<file path="src/rtl/qdec_pkg.sv">
package qdec_pkg;

	// item actions
	typedef enum logic [1:0] {
		ACT_SAMPLE = 2'd0,
		ACT_READ   = 2'd1,
		ACT_CLEAR  = 2'd2,
		ACT_INIT   = 2'd3
	} action_t;

	// per-channel decoder state
	typedef struct packed {
		logic        [1:0]  last_phase;
		logic signed [31:0] position;
		logic signed [1:0]  velocity;
		logic        [31:0] err_total;
	} chan_state_t;

	// step for {old phase, new phase}, phase is {a, b}
	localparam logic signed [1:0] STEP_LUT [0:15] = '{
		2'sb00, 2'sb11, 2'sb01, 2'sb00,
		2'sb01, 2'sb00, 2'sb00, 2'sb11,
		2'sb11, 2'sb00, 2'sb00, 2'sb01,
		2'sb00, 2'sb01, 2'sb11, 2'sb00
	};

endpackage

</file>
<file path="src/rtl/qdec_step.sv">
module qdec_step (
	input  qdec_pkg::chan_state_t cur,
	input  qdec_pkg::action_t     action,
	input  logic [1:0]            phase,
	output qdec_pkg::chan_state_t nxt
);
	import qdec_pkg::*;

	logic signed [1:0] step;

	assign step = STEP_LUT[{cur.last_phase, phase}];

	// apply one action to the channel state
	always_comb begin
		nxt = cur;
		case (action)
			ACT_SAMPLE: begin
				if (step != 2'sb00) begin
					if (step > 2'sb00) begin
						nxt.position = cur.position + 32'sd1;
					end else begin
						nxt.position = cur.position - 32'sd1;
					end
					nxt.velocity = step;
				end else if (cur.last_phase != phase) begin
					// both phases flipped at once
					nxt.err_total = cur.err_total + 32'd1;
				end
				nxt.last_phase = phase;
			end
			ACT_CLEAR: begin
				nxt.position  = '0;
				nxt.velocity  = '0;
				nxt.err_total = '0;
			end
			ACT_INIT: begin
				nxt.last_phase = phase;
			end
			default: begin
				nxt = cur;
			end
		endcase
	end

endmodule

</file>
<file path="src/rtl/qdec_state.sv">
module qdec_state #(
	parameter int CHANNELS = 4,
	parameter int IDX_W    = 2
) (
	input  logic                  clk,
	input  logic                  arst_n,
	input  logic                  wr_en,
	input  logic [IDX_W-1:0]      wr_idx,
	input  qdec_pkg::chan_state_t wr_data,
	input  logic [IDX_W-1:0]      rd_idx,
	output qdec_pkg::chan_state_t rd_data
);
	import qdec_pkg::*;

	chan_state_t state_q [CHANNELS];

	// channel state registers
	always_ff @(posedge clk or negedge arst_n) begin
		if (!arst_n) begin
			for (int i = 0; i < CHANNELS; i++) begin
				state_q[i] <= '0;
			end
		end else if (wr_en) begin
			state_q[wr_idx] <= wr_data;
		end
	end

	assign rd_data = state_q[rd_idx];

endmodule

</file>
<file path="src/rtl/multi_channel_quadrature_decoder.sv">
// Multi-channel x4 quadrature decoder.
// Input stream (s_*): one beat per action on one encoder channel. tdata holds
// action, channel, phase_a, phase_b. Actions: sample phases, read, clear the
// counts, init (capture the phase without counting).
// Output stream (m_*): exactly one beat per input beat, in order, carrying the
// channel's position, velocity and error count as they stand after the action.
// A channel index at or above CHANNELS changes nothing and answers zeros.
// A beat passes the input register, then the result register, before it is
// offered on m_*. Throughput: one beat per cycle while m_tready stays high;
// the state update of one beat is written at the edge at which that beat leaves
// the input register, so the next beat reads it and beats to the same channel
// follow back to back.
// Reset clears all channel state and empties both registers.
// When the receiver stalls, the result register holds its beat and the input
// register takes one more beat; s_tready then drops until m_tready returns.
module multi_channel_quadrature_decoder #(
	parameter int CHANNELS = 4
) (
	input  logic        clk,
	input  logic        arst_n,
	input  logic        s_tvalid,
	output logic        s_tready,
	input  logic [7:0]  s_tdata,  // action[1:0], channel[3:2], phase_a[4], phase_b[5], rest unused
	output logic        m_tvalid,
	input  logic        m_tready,
	output logic [71:0] m_tdata   // position[31:0], velocity[33:32], err_total[65:34], zero
);
	import qdec_pkg::*;

	localparam int IDX_W = (CHANNELS > 1) ? $clog2(CHANNELS) : 1;

	logic              valid_s1;
	action_t           action_s1;
	logic [1:0]        channel_s1;
	logic [1:0]        phase_s1;
	logic              in_range_s1;
	logic              advance;
	logic [IDX_W-1:0]  idx_s1;
	chan_state_t       cur_state;
	chan_state_t       nxt_state;

	logic              out_valid_q;
	logic signed [31:0] position_q;
	logic signed [1:0]  velocity_q;
	logic [31:0]       error_q;

	// handshake: stage 1 moves on when the result register is empty or is being read
	assign advance  = valid_s1 && (!out_valid_q || m_tready);
	assign s_tready = !valid_s1 || advance;

	// input register
	always_ff @(posedge clk or negedge arst_n) begin
		if (!arst_n) begin
			valid_s1 <= 1'b0;
		end else if (s_tready) begin
			valid_s1 <= s_tvalid;
		end
	end

	always_ff @(posedge clk) begin
		if (s_tvalid && s_tready) begin
			action_s1   <= action_t'(s_tdata[1:0]);
			channel_s1  <= s_tdata[3:2];
			phase_s1    <= {s_tdata[4], s_tdata[5]};
			in_range_s1 <= (32'(s_tdata[3:2]) < CHANNELS);
		end
	end

	assign idx_s1 = IDX_W'(channel_s1);

	qdec_state #(
		.CHANNELS (CHANNELS),
		.IDX_W    (IDX_W)
	) u_state (
		.clk     (clk),
		.arst_n  (arst_n),
		.wr_en   (advance && in_range_s1),
		.wr_idx  (idx_s1),
		.wr_data (nxt_state),
		.rd_idx  (idx_s1),
		.rd_data (cur_state)
	);

	qdec_step u_step (
		.cur    (cur_state),
		.action (action_s1),
		.phase  (phase_s1),
		.nxt    (nxt_state)
	);

	// result register
	always_ff @(posedge clk or negedge arst_n) begin
		if (!arst_n) begin
			out_valid_q <= 1'b0;
		end else if (advance) begin
			out_valid_q <= 1'b1;
		end else if (m_tready) begin
			out_valid_q <= 1'b0;
		end
	end

	always_ff @(posedge clk) begin
		if (advance) begin
			if (in_range_s1) begin
				position_q <= nxt_state.position;
				velocity_q <= nxt_state.velocity;
				error_q    <= nxt_state.err_total;
			end else begin
				position_q <= '0;
				velocity_q <= '0;
				error_q    <= '0;
			end
		end
	end

	assign m_tvalid = out_valid_q;
	assign m_tdata  = {6'b0, error_q, velocity_q, position_q};

`ifndef SYNTHESIS
	// a beat leaving stage 1 is offered in the next cycle
	assert property (@(posedge clk) disable iff (!arst_n) advance |=> m_tvalid)
		else $error("result beat missing after stage 1 advance");

	// an empty result register never blocks the input
	assert property (@(posedge clk) disable iff (!arst_n) !m_tvalid |-> s_tready)
		else $error("input stalled with empty result register");

	// channel out of range answers zeros
	assert property (@(posedge clk) disable iff (!arst_n)
		advance && !in_range_s1 |=> m_tdata == 72'd0)
		else $error("out-of-range channel gave nonzero result");

	// clear leaves zero counts
	assert property (@(posedge clk) disable iff (!arst_n)
		advance && in_range_s1 && action_s1 == ACT_CLEAR |=> m_tdata[65:0] == 66'd0)
		else $error("clear did not zero the counts");
`endif

endmodule
</file>
<file path="config.mk">
export PLATFORM = sky130hd
export DESIGN_NAME = multi_channel_quadrature_decoder
export DESIGN_NICKNAME = d
export VERILOG_FILES = /design/src/rtl/qdec_pkg.sv /design/src/rtl/qdec_step.sv /design/src/rtl/qdec_state.sv /design/src/rtl/multi_channel_quadrature_decoder.sv
export SDC_FILE = /design/constraint.sdc
export NUM_CORES = 1
export LEC_CHECK = 0
export ABC_AREA = 1
export BUFFER_PORTS_ARGS = -buffer_cell sky130_fd_sc_hd__buf_4
export CAP_MARGIN = 0
export CORE_ASPECT_RATIO = 1.2
export CORE_MARGIN = 3
export CORE_UTILIZATION = 40
export DETAILED_ROUTE_END_ITERATION = 12
export GPL_TIMING_DRIVEN = 0
export SLEW_MARGIN = 20
export SYNTH_ARGS = -nofsm -noshare
export SYNTH_HDL_FRONTEND = slang
export SYNTH_SLANG_ARGS = --single-unit
</file>
<file path="constraint.sdc">
create_clock -name clk -period 4.1 [get_ports clk]
set_input_delay 0.82 -clock clk [delete_from_list [all_inputs] [get_ports clk]]
set_output_delay 0.82 -clock clk [all_outputs]
set_load 0.03 [all_outputs]
</file>
==> results of run 1 <==
==> worst min-delay path by stage <==
stage | startpoint | to | slack, ps | cells past startpoint
finish | arst_n | u_state.state_q[124] | 110 | 1
global route | arst_n | u_state.state_q[124] | 100 | 1
CTS | arst_n | u_state.state_q[260] | 90 | 1
detailed placement | u_state.state_q[120] | u_state.state_q[120] | 460 | 2
global placement | u_state.state_q[113] | u_state.state_q[113] | 460 | 2
floorplan | u_state.state_q[120] | u_state.state_q[120] | 440 | 2
==> Yosys cell counts, types with 7 or more instances <==
cell type	number	area, µm²
sky130_fd_sc_hd__o22ai_1	47	294
sky130_fd_sc_hd__nand2_1	914	3430
sky130_fd_sc_hd__o21a_1	7	52.6
sky130_fd_sc_hd__dfrtp_1	274	6860
sky130_fd_sc_hd__nand2_4	9	101
sky130_fd_sc_hd__clkbuf_1	62	233
sky130_fd_sc_hd__a22oi_1	15	113
sky130_fd_sc_hd__buf_4	13	97.6
sky130_fd_sc_hd__buf_6	9	101
sky130_fd_sc_hd__nand3_2	8	80.1
sky130_fd_sc_hd__inv_2	14	52.6
sky130_fd_sc_hd__edfxtp_1	72	2160
sky130_fd_sc_hd__o21ai_0	167	836
sky130_fd_sc_hd__nand2_2	34	213
sky130_fd_sc_hd__nor2_2	16	100
sky130_fd_sc_hd__ha_1	27	338
sky130_fd_sc_hd__a22o_1	14	123
sky130_fd_sc_hd__buf_2	19	95.1
sky130_fd_sc_hd__a21oi_1	63	315
sky130_fd_sc_hd__inv_1	219	822
sky130_fd_sc_hd__nand3_1	110	551
sky130_fd_sc_hd__nand4_1	16	100
sky130_fd_sc_hd__o21ai_2	10	87.6
sky130_fd_sc_hd__nor2_1	142	533
sky130_fd_sc_hd__o21ai_1	32	160
sky130_fd_sc_hd__nor3_1	19	95.1
sky130_fd_sc_hd__a221oi_1	12	105
sky130_fd_sc_hd__buf_1	7	26.3
==> metal layers <==
| layer | routed length [µm] | up-vias | track usage |
|---|---|---|---|
| li1 | - | 8066 | - |
| met4 | 2270 | 0 | 0.0915 |
| met1 | 25800 | 8222 | 0.319 |
| met2 | 31900 | 528 | 0.449 |
| met3 | 3290 | 134 | 0.0306 |
| met5 | 0 | - | 0 |
==> report_power, final <==
group | switching (mW) | internal, mW
registers | 0.490 | 4.59
clock network | 1.42 | 2.11
logic | 4.88 | 2.13
==> metrics by stage <==
| stage | setup WS (ps) | cell area, µm² | total power [mW] |
|---|---|---|---|
| global route | -29.8 | 21500 | 16.7 |
| finish | 188 | 21500 | 15.6 |
| floorplan | 815 | 18700 | 9.81 |
| detailed placement | -449 | 20200 | 12.0 |
| CTS | 6.01 | 21500 | 15.6 |
| global placement | -465 | 20100 | 11.9 |
==> cell families after synthesis <==
logic type,count (synthesis),synth area share
xor+xnor,6,0.00281
simple gates,1292,0.290
buf+inv,351,0.0794
flops,346,0.483
other cells,1,0.000201
compound gates,394,0.124
mux,3,0.00161
fa+ha+maj,28,0.0192
==> timing repair <==
item                       in CTS  in global routing
setup endpoints to repair     123                120
setup buffers                   0                  0
pin swaps                       0                  1
cloned                          0                  1
gates resized for setup         3                 15
==> final cells by class <==
class,instances,area (µm²)
Multi-Input combinational cell,1730,8250
Fill cell,4671,24500
Timing Repair Buffer,82,703
Clock inverter,11,116
Sequential cell,346,9020
Buffer,107,574
Tap cell,616,771
Inverter,240,915
Clock buffer,58,1170
==> registers in the layout, summed over array words and instances, names as in the netlist <==
name and cells:
position_q 32, error_q 32, valid_s1 1, u_state.state_q 272, velocity_q 2, phase_s1 2, m_tvalid 1, channel_s1 2
action_s1 2
==> critical path: cells and delay by family (launching register included) <==
kind                     cells  cell delay (ps)
flip-flops                   1              370
adder cells (fa/ha/maj)      1              300
buffers and inverters        7             1270
AO/OA/AOI/OAI                2              580
AND/OR/NAND/NOR             10             1080
==> run summary, run 1 <==
For the worst-skew pair, the clock arrives at the later sink with an insertion delay of 550 ps. The setup check on the worst reg-to-reg path leaves a slack of 190 ps. The number of vias in the routed layout is 17,000, and the number of remaining DRC errors is 0.

The synthesized design contains 346 register bits. Once placement completed, the tool counted placed cells totaling 3,124. The static leakage is 10.7 nW, and the count of flip-flops with a built-in enable after synthesis is 72. IR analysis of the VDD net gives a maximum drop of 0.298 mV. The tools report the detailed placement HPWL as 46,800 µm.

The flow ran to the end, and the final reports show no timing, DRC or antenna violations. The logs give 0 for the synthesis warning total and 0 for the initial antenna violation count. The number of hold buffers added after CTS was 0. The fraction of layout cells with a size suffix above 1 came out at 0.118. The tools report the startpoint of the most critical setup path as channel_s1[1]. The area of the core was 46,100 µm².

The mapped netlist covers 18,700 µm². The utilization after layout was 0.467. The tools report the kind of capture point of the worst setup path as a register.

The tools report the number of nets still failing antenna checks after routing as 0. Setup violations remaining at the end of the flow were counted as 0. In this run, CTS created clock tree buffers numbering 38. The routed design has 63,400 µm of wire. The worst setup path endpoint is position_q[31]. Vias per cell: 5.31. Fraction of registers with async set/reset: 0.792. The setup path with the least slack is of type register to register. The signal on the critical path passes through buf_6 > nand2_4 > clkinv_2 > buf_2 > clkbuf_4 > a221oi_4 > inv_1 > ha_1 > inv_1 > nor2_1 > nand2_1 > inv_1 > nand2_1 > nand2_1 > a21oi_1 > nand2_1 > nand2_1 > nand3_1 > nand2_1 > nand2_2. Leaving out filler cells and counting taps, the final layout contains 3,190. The tree is rooted in a sky130_fd_sc_hd__clkbuf_16. The total global-route track usage was 0.254; the first-pass iteration count of the detailed router was 6.

The run gives 16,500 as the via count of the first global-routing pass. Cell repeated most along the worst path: sky130_fd_sc_hd__nand2_1. The width of the die is 203 µm.

For the worst setup path, the data required time is 4350 ps. The die covers 49,300 µm². The logs give 0.483 for the sequential cell area fraction in the yosys report and 27.1 ps for the clock tree skew after final layout. The maximum buffer depth of the clock tree came out at 3. Entering global routing, the biggest net connects 97 pins.

The final routed wire length divided by cell count works out to 19.9 µm. The tools report the startpoint of the most critical register-to-register path as channel_s1[1]. 86 I/O pins were placed.

The library cell used most frequently in the layout, excluding fill and tap cells, is sky130_fd_sc_hd__nand2_1. Summed over all failing endpoints, the final setup total negative slack is 0 ps. The area growth from synthesis to final layout was 15.2%. TritonCTS built the clock tree.

The path type of the worst min-delay path is input port to asynchronous set/reset pin. The register clock-pin slew on the reported worst setup and hold paths works out to 60 ps. The worst setup path is launched from a register.

The worst slew margin relative to its limit was 0.211; the weighted congestion reported at the end of routability-driven placement was 0.917. Die height: 243 µm. Derived from the worst setup path, the maximum achievable clock frequency is 256 MHz.

Number of cell instances on the worst register-to-register path: 20. The most used flip-flop cell after synthesis is sky130_fd_sc_hd__dfrtp_1. The endpoint identified for the worst register-to-register timing path is position_q[31]. Synthesis produced a netlist whose cell count is 2,421. Setup repair after global routing could not meet its margin everywhere.

The logs give 97,200 µm for the global-route wire length before repair and 86 for the placement row count. H-tree depth: 2. On the worst path, the slowest cell contributes a delay of 390 ps. Data arrives at the worst endpoint at 4160 ps. The number of input and output port buffers inserted is 77. The initial detailed-routing violation count is 1,279, and the minimum clock period is 3910 ps. The worst-case hold slack was 110 ps. In this run the mean area of a mapped cell was 7.72 µm².

In the layout the commonest cells are 914 x sky130_fd_sc_hd__nand2_1, 274 x sky130_fd_sc_hd__dfrtp_1, 218 x sky130_fd_sc_hd__inv_1. For this design, the sink count on the clock tree is 346. The slowest stage of the critical path belongs to the cell sky130_fd_sc_hd__a221oi_4. The max-slew violation count is 0. At the pin with the least slew margin, the transition time is 1180 ps. For the initial cell density of the core, the log shows 0.406.

The total of max-cap violations was 0; the largest fanout on the critical path was 10. The fraction of the cycle the final worst path needs works out to 0.954. After global routing the overflow that remains totals 0. Count of unique library cells instantiated by Yosys: 57. In the final design database the tool counted 2,585 nets. The number of antenna diodes in the final layout is 0. Dividing total power by cell area gives a power density of 726 nW/µm².

The run gives 0 as the number of hold violations in the final report.
Power figures use the tool's default switching activity.
==> run 2, diff against run 1 <==
- CORE_MARGIN: 3 -> 4
- CTS_BUF_LIST: unset -> sky130_fd_sc_hd__clkbuf_8
==> run summary, run 2 (synthesized netlist as in run 1, its figures left out) <==
The vias per cell is 5.25 (-1.3%). The area growth from synthesis to layout is 14.6%. The tree is rooted in a sky130_fd_sc_hd__clkbuf_8. The post-cts hold buffer count is 0 (unchanged), and the fraction of the cycle the final worst path needs is 0.947 (-0.00677).

The worst-case hold slack came out at 93.2 ps (-17.3 ps). The number of vias in the routed layout came out at 17,000 (+0.029%). The critical path goes through buf_6 > nor2_4 > nand2_1 > o21ai_1 > nor2_2 > nand3_2 > nand2_4 > nand2_8 > inv_1 > fa_1 > inv_1 > nand3_1 > o21ai_4 > nand2_1 > nand2_1 > nand2_1 > nand4_1 > nand3_1 > nand2_1 > nand2_2. The tools report the highest clock rate as 257 MHz (+0.72%). The register clock-pin slew on the reported worst setup and hold paths is 60 ps (about the same). The run gives 63,000 µm (-0.57%) as the total length of routed wires.

Counting flops per register, the top entry is u_state.state_q. The logs give 680 ps (+130 ps) for the insertion delay of the later-clocked pin in the worst-skew pair and 1 (+1) for the initial antenna violation count. The slew of the pin with the lowest slew margin came out at 1150 ps (-37.4 ps).

The worst setup path is launched from a register. The final routed wire length divided by cell count was 19.5 µm (-1.9%); the die height was 245 µm (+0.82%). The minimum clock period works out to 3880 ps (-27.8 ps). The final global-route overflow total was 0 (unchanged); the number of remaining DRC errors was 0 (unchanged).

The logs give 86 (unchanged) for the I/O pin count and 3 (unchanged) for the maximum buffer depth of the clock tree. The final instance area is 21,400 µm² (-0.55%). The flow ran to the end, and the final reports show no timing, DRC or antenna violations. The first-pass iteration count of the detailed router is 5 (-1), and the data arrival at the endpoint of the critical path is 4270 ps (+110 ps).

The run gives 0 (unchanged) as the setup violation total in the final timing report. Setup repair after global routing left no endpoint under its margin. For the net count reported at finish, the log shows 2,606 (+0.81%). The clock tree skew after final layout was 50.4 ps (+23.3 ps). The total global-route track usage came out at 0.248 (-0.00610). The width of the die is 205 µm (+0.98%), and the area of the core is 46,100 µm² (unchanged). The tools report the worst slew margin relative to its limit as 0.235 (+0.0249). TritonCTS built the clock tree. The cell with the biggest individual delay on the critical path is sky130_fd_sc_hd__fa_1.

Full die area: 50,200 µm² (+1.8%). The logs give 4490 ps (+140 ps) for the data required time of the worst path and 2 (unchanged) for the H-tree depth. The cell that appears most often on the critical path is sky130_fd_sc_hd__nand2_1.

The library cells used most frequently in the layout, excluding fill and tap cells, are 914 x sky130_fd_sc_hd__nand2_1, 274 x sky130_fd_sc_hd__dfrtp_1, 236 x sky130_fd_sc_hd__inv_1. The placement-stage cell area is 20,200 µm² (unchanged), and the weighted congestion reported at the end of routability-driven placement is 0.929 (+1.4%). The initial cell density of the core was 0.406 (unchanged).

The logs give 86 (unchanged) for the placement row count and 96,800 µm (-0.50%) for the global-route wire length before repair. The kind of capture point of the worst setup path is a register. In the final layout, the registers with the most flip-flops are u_state.state_q (272), error_q (32), position_q (32). The number of sinks on the clock net was 346 (unchanged). The run gives 57 (+50%) as the number of clock buffers inserted by TritonCTS. The run gives 1,327 (+3.8%) as the initial detailed-routing violation count. Number of nets still failing antenna checks after routing: 0 (unchanged). Leaving out fill and tap cells, the most frequent cell in the layout is sky130_fd_sc_hd__nand2_1.

The total power density per cell area is 710 nW/µm² (-2.1%). For the maximum number of pins on one net before global-route repair, the log shows 75 (-23%). The detailed placement HPWL was 46,600 µm (-0.53%). The number of hold violations in the final report is 0 (unchanged), and the static leakage is 10.7 nW (+0.34%). The via count of the first global-routing pass came out at 16,700 (+1.6%).

The largest fanout on the critical path works out to 18 (+8). The max-slew violation count came out at 0 (unchanged). The critical setup path kind was register to register. Total of max-cap violations: 0 (unchanged). In this run the worst hold path is classified as input port to asynchronous set/reset pin.

For the peak supply drop, the log shows 0.266 mV (-11%). The flip-flop count of the largest register, all copies and words added is 272 (unchanged), and the fraction of layout cells with a size suffix above 1 is 0.126 (+0.00732). The maximum single-stage delay on the critical path is 460 ps (+70 ps). The number of input and output port buffers inserted is 77 (unchanged).
## run 2: worst paths after layout
kind	endpoint	slack, ps	from	depth (start not counted)
min reg2reg	u_state.state_q[243]	480	u_state.state_q[243]	2
min in group clk	channel_s1[1]	340	s_tdata[3]	1
min	u_state.state_q[55]	90	arst_n	1
max in group asynchronous	u_state.state_q[108]	2860	arst_n	3
max	position_q[24]	220	channel_s1[0]	20
max reg2reg	position_q[24]	220	channel_s1[0]	20
## run 2: worst max-delay path, delay by kind of cell (launching register included)
family,cells,cell delay [ps]
AND/OR/NAND/NOR,14,2010
adder cells (fa/ha/maj),1,460
AO/OA/AOI/OAI,2,390
flip-flops,1,380
buffers and inverters,3,360
## run 2: timing repair
item,in CTS,in global routing
setup endpoints to repair,115,55
pin swaps,0,1
gates cloned,0,1
setup buffers,0,3
gates resized for setup,3,9
## run 2: per-layer routing
| layer | part of all wire | global-route usage | routed length (µm) |
|---|---|---|---|
| met4 | 0.035 | 0.0940 | 2230 |
| met1 | 0.41 | 0.310 | 26000 |
| met2 | 0.50 | 0.439 | 31600 |
| met3 | 0.050 | 0.0272 | 3170 |
| met5 | 0 | 0 | 0 |
## run 2: layout make-up
| cell class | instances | area [µm²] |
|---|---|---|
| Antenna cell | 1 | 2.50 |
| Buffer | 106 | 562 |
| Clock buffer | 65 | 895 |
| Clock inverter | 43 | 273 |
| Fill cell | 4768 | 24600 |
| Inverter | 240 | 917 |
| Multi-Input combinational cell | 1730 | 8240 |
| Sequential cell | 346 | 9020 |
| Tap cell | 616 | 771 |
| Timing Repair Buffer | 85 | 726 |
## run 2: stage by stage
step,utilization,power (mW),TNS [ps],setup slack (ps),std cells
final,0.465,15.2,0,216,3232
after global routing,0.465,16.3,0,22.1,3232
after CTS,0.463,15.1,0,53.4,3227
after detailed placement,0.438,12.0,-14700,-382,3124
after global placement,0.435,11.9,-58830,-391,3119
after floorplan,-,9.81,0,815,2426
## run 2: power by group
group	total, mW	internal [mW]	switching, mW
combinational	7.03	2.13	4.90
clock	3.10	1.64	1.46
sequential	5.07	4.59	0.480
total	15.2	8.36	6.84
